==> src/dspm_pkg.sv <==
`timescale 1ns / 1ps
`default_nettype none
// ----------------------------------------------------------------------------
// dspm_pkg
// Shared widths, scale constants and the divider request type for the
// dual-signal period, duty and phase meter.
// ----------------------------------------------------------------------------
package dspm_pkg;

  localparam int TS_W   = 32;
  localparam int NUM_W  = 48;
  localparam int DEN_W  = 32;
  localparam int FREQ_W = 39;
  localparam int RES_W  = 16;
  localparam int CNT_W  = $clog2(NUM_W);

  localparam logic [NUM_W-1:0] CENTI       = 48'd100;
  localparam logic [NUM_W-1:0] DUTY_SCALE  = 48'd10000;
  localparam logic [NUM_W-1:0] PHASE_SCALE = 48'd36000;
  localparam logic [RES_W-1:0] SAT16       = 16'hFFFF;
  localparam logic [TS_W-1:0]  TICK_RESET  = 32'd1000000;

  typedef struct packed {
    logic             start;
    logic [NUM_W-1:0] num;
    logic [DEN_W-1:0] den;
  } div_req_t;

endpackage : dspm_pkg
`default_nettype wire

==> src/dspm_divider.sv <==
`timescale 1ns / 1ps
`default_nettype none
// ----------------------------------------------------------------------------
// dspm_divider
// Radix-2 restoring divider, one quotient bit per cycle, NUM_W steps.
// ----------------------------------------------------------------------------
module dspm_divider
  import dspm_pkg::*;
(
  input  wire logic             clk,
  input  wire logic             rst,
  input  wire div_req_t         req,
  output logic                  done,
  output logic [NUM_W-1:0]      quotient
);

  logic [NUM_W-1:0] num_sh;
  logic [DEN_W-1:0] den;
  logic [DEN_W-1:0] rem;
  logic [CNT_W-1:0] cnt;
  logic             busy;
  logic [DEN_W:0]   trial;
  logic [DEN_W:0]   diff;
  logic             qbit;

  assign trial    = {rem, num_sh[NUM_W-1]};
  assign diff     = trial - {1'b0, den};
  assign qbit     = ~diff[DEN_W];
  assign quotient = num_sh;

  always_ff @(posedge clk) begin
    if (rst) begin
      busy <= 1'b0;
      done <= 1'b0;
      cnt  <= '0;
    end else begin
      done <= 1'b0;
      if (req.start) begin
        busy   <= 1'b1;
        cnt    <= '0;
        num_sh <= req.num;
        den    <= req.den;
        rem    <= '0;
      end else if (busy) begin
        num_sh <= {num_sh[NUM_W-2:0], qbit};
        rem    <= qbit ? diff[DEN_W-1:0] : trial[DEN_W-1:0];
        cnt    <= cnt + 1'b1;
        if (cnt == CNT_W'(NUM_W - 1)) begin
          busy <= 1'b0;
          done <= 1'b1;
        end
      end
    end
  end

endmodule : dspm_divider
`default_nettype wire

==> src/dual_signal_period_duty_phase_meter_top.sv <==
`timescale 1ns / 1ps
`default_nettype none
// ----------------------------------------------------------------------------
// dual_signal_period_duty_phase_meter_top
// Period, pulse width, frequency, duty and phase meter for two signals fed
// by input-capture beats.
// ----------------------------------------------------------------------------
// Each capture beat updates the stored edge times of its signal and is
// followed by up to two divisions on one shared 48-step radix-2 divider: the
// frequency (rising edge) or duty (falling edge), then the phase of signal 1
// against signal 0. A zero divisor skips its pass. s_tready is low while a
// beat is being worked on; a finished result waits in the output register
// while the next beat is taken, and a second finished result holds s_tready
// low until the output register is free. tick_rate_hz sits at byte address 0
// and resets to 1000000.
module dual_signal_period_duty_phase_meter_top
  import dspm_pkg::*;
(
  input  wire logic         clk,
  input  wire logic         rst,
  input  wire logic         psel,
  input  wire logic         penable,
  input  wire logic         pwrite,
  input  wire logic [2:0]   paddr,
  input  wire logic [31:0]  pwdata,
  output logic [31:0]       prdata,
  output logic              pready,
  input  wire logic         s_tvalid,
  output logic              s_tready,
  input  wire logic [31:0]  s_tdata,   // timestamp
  input  wire logic [1:0]   s_tuser,   // signal_index, falling_edge
  output logic              m_tvalid,
  input  wire logic         m_tready,
  output logic [135:0]      m_tdata,   // period_ticks, width_ticks, frequency_centihz,
                                       // duty_centipercent, phase_centidegrees, pad
  output logic [2:0]        m_tuser    // report_signal, divide_by_zero, saturated
);

  typedef enum logic [3:0] {
    ST_IDLE, ST_UPD, ST_MUL, ST_DIV, ST_PMUL, ST_PDIV, ST_OUT
  } state_t;

  state_t            state;
  logic [TS_W-1:0]   tick_rate_hz;
  logic [TS_W-1:0]   rise_time [2];
  logic [TS_W-1:0]   fall_time [2];
  logic [TS_W-1:0]   period_store [2];
  logic [TS_W-1:0]   width_store [2];
  logic [FREQ_W-1:0] frequency_store [2];
  logic [RES_W-1:0]  duty_store [2];
  logic [RES_W-1:0]  phase;
  logic              cur_sig;
  logic              cur_fall;
  logic [TS_W-1:0]   cur_ts;
  logic              dz;
  logic              sat;
  div_req_t          div_req;
  logic              div_done;
  logic [NUM_W-1:0]  quo;
  logic [TS_W-1:0]   delta;
  logic              quo_big;
  logic              cfg_wr;

  dspm_divider u_div (
    .clk      (clk),
    .rst      (rst),
    .req      (div_req),
    .done     (div_done),
    .quotient (quo)
  );

  assign pready   = 1'b1;
  assign cfg_wr   = psel & penable & pwrite & pready;
  assign prdata   = paddr[2] ? 32'd0 : tick_rate_hz;
  assign s_tready = (state == ST_IDLE);
  assign delta    = rise_time[1] - rise_time[0];
  assign quo_big  = |quo[NUM_W-1:RES_W];

  always_ff @(posedge clk) begin
    if (rst) begin
      tick_rate_hz <= TICK_RESET;
    end else if (cfg_wr && !paddr[2]) begin
      tick_rate_hz <= pwdata;
    end
  end

  always_ff @(posedge clk) begin
    if (rst) begin
      state         <= ST_IDLE;
      m_tvalid      <= 1'b0;
      div_req.start <= 1'b0;
      for (int i = 0; i < 2; i++) begin
        rise_time[i]       <= '0;
        fall_time[i]       <= '0;
        period_store[i]    <= '0;
        width_store[i]     <= '0;
        frequency_store[i] <= '0;
        duty_store[i]      <= '0;
      end
    end else begin
      div_req.start <= 1'b0;
      if (m_tready) begin
        m_tvalid <= 1'b0;
      end
      unique case (state)
        ST_IDLE: begin
          if (s_tvalid) begin
            cur_sig  <= s_tuser[0];
            cur_fall <= s_tuser[1];
            cur_ts   <= s_tdata;
            dz       <= 1'b0;
            sat      <= 1'b0;
            state    <= ST_UPD;
          end
        end
        ST_UPD: begin
          if (!cur_fall) begin
            period_store[cur_sig] <= cur_ts - rise_time[cur_sig];
            rise_time[cur_sig]    <= cur_ts;
          end else begin
            fall_time[cur_sig]   <= cur_ts;
            width_store[cur_sig] <= cur_ts - rise_time[cur_sig];
          end
          state <= ST_MUL;
        end
        ST_MUL: begin
          div_req.num <= !cur_fall
                         ? {{(NUM_W-TS_W){1'b0}}, tick_rate_hz} * CENTI
                         : {{(NUM_W-TS_W){1'b0}}, width_store[cur_sig]} * DUTY_SCALE;
          div_req.den <= period_store[cur_sig];
          if (period_store[cur_sig] == '0) begin
            dz <= 1'b1;
            if (!cur_fall) begin
              frequency_store[cur_sig] <= '0;
            end else begin
              duty_store[cur_sig] <= '0;
            end
            state <= ST_PMUL;
          end else begin
            div_req.start <= 1'b1;
            state         <= ST_DIV;
          end
        end
        ST_DIV: begin
          if (div_done) begin
            if (!cur_fall) begin
              frequency_store[cur_sig] <= quo[FREQ_W-1:0];
            end else begin
              duty_store[cur_sig] <= quo_big ? SAT16 : quo[RES_W-1:0];
              if (quo_big) begin
                sat <= 1'b1;
              end
            end
            state <= ST_PMUL;
          end
        end
        ST_PMUL: begin
          div_req.num <= {{(NUM_W-TS_W){1'b0}}, delta} * PHASE_SCALE;
          div_req.den <= period_store[0];
          if (period_store[0] == '0) begin
            dz    <= 1'b1;
            phase <= '0;
            state <= ST_OUT;
          end else begin
            div_req.start <= 1'b1;
            state         <= ST_PDIV;
          end
        end
        ST_PDIV: begin
          if (div_done) begin
            phase <= quo_big ? SAT16 : quo[RES_W-1:0];
            if (quo_big) begin
              sat <= 1'b1;
            end
            state <= ST_OUT;
          end
        end
        ST_OUT: begin
          if (!m_tvalid || m_tready) begin
            m_tvalid <= 1'b1;
            m_tdata  <= {1'b0, phase, duty_store[cur_sig], frequency_store[cur_sig],
                         width_store[cur_sig], period_store[cur_sig]};
            m_tuser  <= {sat, dz, cur_sig};
            state    <= ST_IDLE;
          end
        end
        default: state <= ST_IDLE;
      endcase
    end
  end

endmodule : dual_signal_period_duty_phase_meter_top
`default_nettype wire
==> config.mk <==
export PLATFORM = sky130hd
export DESIGN_NAME = dual_signal_period_duty_phase_meter_top
export DESIGN_NICKNAME = d
export VERILOG_FILES = /design/src/dspm_pkg.sv /design/src/dspm_divider.sv /design/src/dual_signal_period_duty_phase_meter_top.sv
export SDC_FILE = /design/constraint.sdc
export NUM_CORES = 2
export LEC_CHECK = 0
export ABC_AREA = 1
export BUFFER_PORTS_ARGS = -buffer_cell sky130_fd_sc_hd__buf_2
export CAP_MARGIN = 15
export CORE_UTILIZATION = 50
export DETAILED_ROUTE_END_ITERATION = 8
export GPL_TIMING_DRIVEN = 0
export PLACE_DENSITY = 0.75
export SLEW_MARGIN = 20
export SYNTH_ARGS = -nofsm -noshare
export SYNTH_HDL_FRONTEND = slang
export SYNTH_SLANG_ARGS = --single-unit
==> constraint.sdc <==
create_clock -name clk -period 34.1 [get_ports clk]
set_input_delay 1.705 -clock clk [delete_from_list [all_inputs] [get_ports clk]]
set_output_delay 1.705 -clock clk [all_outputs]
set_load 0.005 [all_outputs]
# After elaboration in Yosys (flattened, before gate mapping)
# Memory sizes are Yosys's and may differ from the RTL's. A register that Yosys moved wholly into a read port is not among the register bits.
# Index checks and enable logic that the tools add are counted.
dict set report word_totals {
  register_bits 428
  latchBits 0
  ramBits 302
  mem_bits_ro 0
  inputBits 76
  out_inout_bits 174
  elab_cells 164
  mem_count 5
}
# memory words width read_ports rd_clocked_by_memory_dff wr line
set memory_table {}
lappend memory_table {frequency_store 2 39 1 1 2 dual_signal_period_duty_phase_meter_top.sv:49} ;# logic [FREQ_W-1:0] frequency_store [2];
lappend memory_table {period_store 2 32 2 1 2 dual_signal_period_duty_phase_meter_top.sv:47} ;# logic [TS_W-1:0] period_store [2];
lappend memory_table {rise_time 2 32 3 1 2 dual_signal_period_duty_phase_meter_top.sv:45} ;# logic [TS_W-1:0] rise_time [2];
lappend memory_table {width_store 2 32 1 1 2 dual_signal_period_duty_phase_meter_top.sv:48} ;# logic [TS_W-1:0] width_store [2];
lappend memory_table {duty_store 2 16 1 1 2 dual_signal_period_duty_phase_meter_top.sv:50} ;# logic [RES_W-1:0] duty_store [2];
dict set report classes {
  add_sub_neg 4
  n_mul 3
  div_mod_pow 0
  order_cmp 0
  n_eq_ne 14
  shift 0
  mux 82
  n_bitwise 7
  reduce_logical 29
}
# operator n
set ops {}
lappend ops {{32-bit 2-to-1 mux} 6}
lappend ops {{81-bit case mux with 2 select lines} 1}
lappend ops {{32-bit OR reduction} 4}
lappend ops {{48-bit 2-to-1 mux} 2}
lappend ops {{16-bit 2-to-1 mux} 5}
lappend ops {{39-bit 2-to-1 mux} 2}
lappend ops {{32-bit zero test} 2}
lappend ops {{32-bit subtractor} 2}
lappend ops {{1-bit 2-to-1 mux} 55}
lappend ops {{46-bit 2-to-1 mux} 1}
lappend ops {{32-bit by 11-bit multiplier with 43-bit output (second input constant)} 1}
lappend ops {{32-bit by 10-bit multiplier with 42-bit output (second input constant)} 1}
lappend ops {{39-bit OR reduction} 1}
lappend ops {{32-bit by 5-bit multiplier with 37-bit output (second input constant)} 1}
lappend ops {{33-bit by 32-bit subtractor with 33-bit output} 1}
lappend ops {{16-bit case mux with 2 select lines} 1}
lappend ops {{4-bit case mux with 7 select lines} 1}
lappend ops {{4-bit 2-to-1 mux} 4}
lappend ops {{16-bit OR reduction} 1}
lappend ops {{4-bit by 3-bit equality test with 1-bit output (second input constant)} 3}
lappend ops {{2-bit inequality test (second input constant)} 5}
lappend ops {{4-bit by 2-bit equality test with 1-bit output (second input constant)} 2}
lappend ops {{4-bit AND reduction} 2}
lappend ops {{6-bit by 1-bit adder with 6-bit output (second input constant)} 1}
lappend ops {{21 further kinds} 34}

# Logic depth before layout (Yosys ltp)
dict set report depth {
  ltp_word 8
  depth_mapped 32
  depth_no_buf 32
}

# By module
# Synthesis repeated with hierarchy kept, for this count alone.
dict set report unflattened {
  hier_cells 6228
  area_unflattened_um2 51817.2
}
# mod instances cells_each area_per_inst_um2 seq_area_each_um2
set by_module_without_submodules {}
lappend by_module_without_submodules {dual_signal_period_duty_phase_meter_top 1 5198 44161.1 17877.1}
lappend by_module_without_submodules {dspm_divider 1 1030 7656.1 3523.4}

# Worst setup path before layout
# OpenSTA, ideal clock, no wires.
dict set report synth_timing {
  kind {input-to-reg}
  startpoint {in rst}
  endpoint {reg m_tdata[0] (read register of period_store), enable pin}
  arrival_ns 15.219
  required_time_ns 33.126
  slack_ns 17.908
  stages 3
  path_buffers 2
  cell_sequence {clkbuf_1 clkbuf_1 nor4_1}
}
dict set report synth_between {
  elab_chain_len 2
}
# item line
set synth_rtl {}
lappend synth_rtl {{start: declaration} dual_signal_period_duty_phase_meter_top.sv:20} ;# input wire logic rst,
lappend synth_rtl {{1-bit inverter (no line)} n/a}
lappend synth_rtl {{3-bit AND reduction (no line)} n/a}
lappend synth_rtl {{end: declaration} dual_signal_period_duty_phase_meter_top.sv:34} ;# output logic [135:0] m_tdata,
# Every way passes these cells.
# A chain may end at the register's enable or synchronous reset.

==> summary.md <==
| Metric | Value |
|---|---|
| Measured slew at the worst slew-check pin | `1.20 ns` |
| Post-synth EDFFs | `682` |
| Critical Path AT | `8.01 ns` |
| Post-CTS Resized | `0` |
| H-tree depth | `3` |
| Vias/cell | `5.28` |
| Yosys reg bits | `728` |
| CTS tree | `done` |
| Post-Synthesis Cell Area | `52000 sq um` |
| Die height | `324 um` |
| Worst skew pair latency | `0.68 ns` |
| Buffer and inverter count on the worst path | `9` |
| Die Footprint | `105000 sq um` |
| Outcome | `finished, final reports clean` |
| Post-CTS Setup Bufs | `0` |
| Total CTS buffers | `78` |
| Setup Crit Path Kind | `reg -> reg` |
| Initial antenna violation count | `2` |
| Hold Vio Cnt, Final | `0` |
| Critical path's top delay family | `buffers and inverters` |
| DP HPWL | `122000 um` |
| Sequential share of the synthesized area | `0.412` |
| Post-DR wirelength/cell | `18.6 um` |
| Syn-to-layout area delta | `11.7%` |
| HP Class | `reg -> reg` |
| CTS root buf | `clkbuf_16` |
| Worst slew margin | `0.198` |
| RSZ-0062 raised after global routing | `false` |
| # DRC | `0` |
| First-pass GRT wire length | `233000 um` |
| Max Clock Skew | `0.0471 ns` |
| Slew Viols, Final | `0` |
| Top_reg_cell synth | `edfxtp_1` |
| Post-layout nets | `7401` |
| Clock-pin slew on the worst setup and hold paths | `0.06 ns` |
| Synth Net Count | `7041` |
| Synthesis warning total | `0` |
| DR iter-0 viols | `4052` |
| Layout cells sized above 1 | `0.0703` |
| Hold_sp | `div_req[25]` |
| FP Rows | `117` |
| Core region area | `102000 sq um` |
| Post-Synthesis Cells | `6280` |
| Worst setup SP type | `flip-flop` |
| Avg Cell Area, Syn | `8.28 sq um` |
| Setup TNS | `0 ns` |
| CP max FO | `10` |
| Final setup fails | `0` |
| Vias | `42.6k` |
| IO buf count | `243` |
| Data required, critical path | `34.48 ns` |
| Final ANT Viol Nets | `0` |
| R2R Setup Slk | `26.47 ns` |
| Fin crit period | `7.63 ns` |
| Vias in the first global route | `40.9k` |
| Period utilisation layout | `0.224` |
| CP most frequent cell | `nand2_1` |
| Initial Utilization | `0.507` |
| Async SR Flop Fraction | `0` |
| Grt ovf | `0` |
| F_max | `131 MHz` |
| Largest net degree at the start of global routing | `40` |
| Critical Path Max Stage Delay | `0.65 ns` |
| Number of detailed-route iterations in the first pass | `7` |
| GRT Util Overall | `0.284` |
| Commonest cells after routing, fill and taps aside | `nand2_1 (1621), inv_1 (1256), edfxtp_1 (682)` |
| Die X | `324 um` |
| Routability cong. | `0.976` |
| CTS Hold Buffers Added | `0` |
| Routed Wire Length | `150000 um` |
| Io pins | `250` |
| Clk buf depth | `3` |
| Cell variety after synth | `44` |
| Leading cell type in the layout, fill and taps excluded | `nand2_1` |
| Critical Path Slowest Stage Cell | `clkbuf_1` |
| Clk sink count | `728` |
| Setup crit end kind | `flip-flop` |
| MaxCap Viol Count | `0` |
[layer usage]
metal	track usage	wire, um	vias up
met5	0	0	-
met4	0.109	6190	0
met3	0.0329	10300	283
met2	0.455	68100	1669
met1	0.395	65700	19900
li1	-	-	20700
[per-stage QoR]
step	setup slack (ns)	util	cells	hold WS, ns	instance area (sq um)
after floorplan	17.91	-	6280	0.400	52000
after global placement	12.01	0.536	7891	0.403	54900
after detailed placement	26.59	0.541	7928	0.405	55400
after CTS	26.51	0.567	8071	0.414	58100
after global routing	26.10	0.567	8072	0.424	58100
final	26.47	0.567	8074	0.413	58100
[final cells by class]
class / instances / area (sq um)
fill: 9166 / 44400
multi-input combinational: 4157 / 25400
sequential: 728 / 21400
inverter: 1261 / 4730
clock buffer: 94 / 2030
tap: 1368 / 1710
timing repair buffer: 280 / 1660
clock inverter: 49 / 604
buffer: 134 / 571
antenna: 3 / 7.51
[synth_stat cells, types with 5 or more instances]
| master | count | area [sq um] |
|---|---|---|
| nand3b_1 | 29 | 218 |
| xnor2_1 | 37 | 324 |
| o21ai_1 | 13 | 65.1 |
| dfxtp_1 | 46 | 921 |
| inv_1 | 1256 | 4710 |
| o21bai_1 | 24 | 180 |
| ha_1 | 491 | 6140 |
| a21oi_1 | 278 | 1390 |
| nor2_1 | 676 | 2540 |
| clkbuf_1 | 94 | 353 |
| buf_6 | 6 | 67.6 |
| nand2_1 | 1627 | 6110 |
| xor2_1 | 38 | 333 |
| o21ai_0 | 241 | 1210 |
| edfxtp_1 | 682 | 20500 |
| fa_1 | 194 | 3880 |
| o21a_1 | 7 | 52.6 |
| and2_1 | 7 | 43.8 |
| o211ai_1 | 13 | 97.6 |
| or2_2 | 33 | 206 |
| a21o_1 | 16 | 120 |
| nand3_1 | 232 | 1160 |
| nor4_1 | 19 | 119 |
| buf_1 | 23 | 86.3 |
| buf_2 | 8 | 40.0 |
| nor2_2 | 5 | 31.3 |
| nor3_1 | 78 | 390 |
| a31oi_1 | 6 | 37.5 |
| and3_1 | 5 | 31.3 |
| o22ai_1 | 35 | 219 |
| nand4_1 | 35 | 219 |
[sequential cells by signal, indices dropped and copies added (netlist names), 6 cells and up, named ones only]
register         flops
u_div.cnt            6
u_div.rem           32
cur_ts              32
tick_rate_hz        32
period_store        64
m_tdata            135
width_store         64
u_div.quotient      48
u_div.den           32
duty_store          32
div_req             79
frequency_store     78
rise_time           64
phase               16
[final timing paths]
path / depth (start not counted) / to
worst max register to register: 28 / div_req[74]
worst min-delay path: 0 / u_div.den[25]
worst max-delay path: 28 / div_req[74]
worst min register to register: 0 / u_div.den[25]
[kinds of logic (layout without fill, tap and decap cells)]
group,after synthesis,in the layout,share of synthesized area
other,2,5,0.000144
DFF,728,728,0.412
buffers and inverters,1395,1818,0.102
and+or+nand+nor,2756,2756,0.215
adders and majority gates,685,685,0.193
xor gates and xnor gates,75,75,0.0126
AOI/OAI and AO/OA,639,639,0.0657
Power is left out: the tool's default activity adds up to more than one toggle a clock period on the data nets, which glitch-free logic cannot reach.
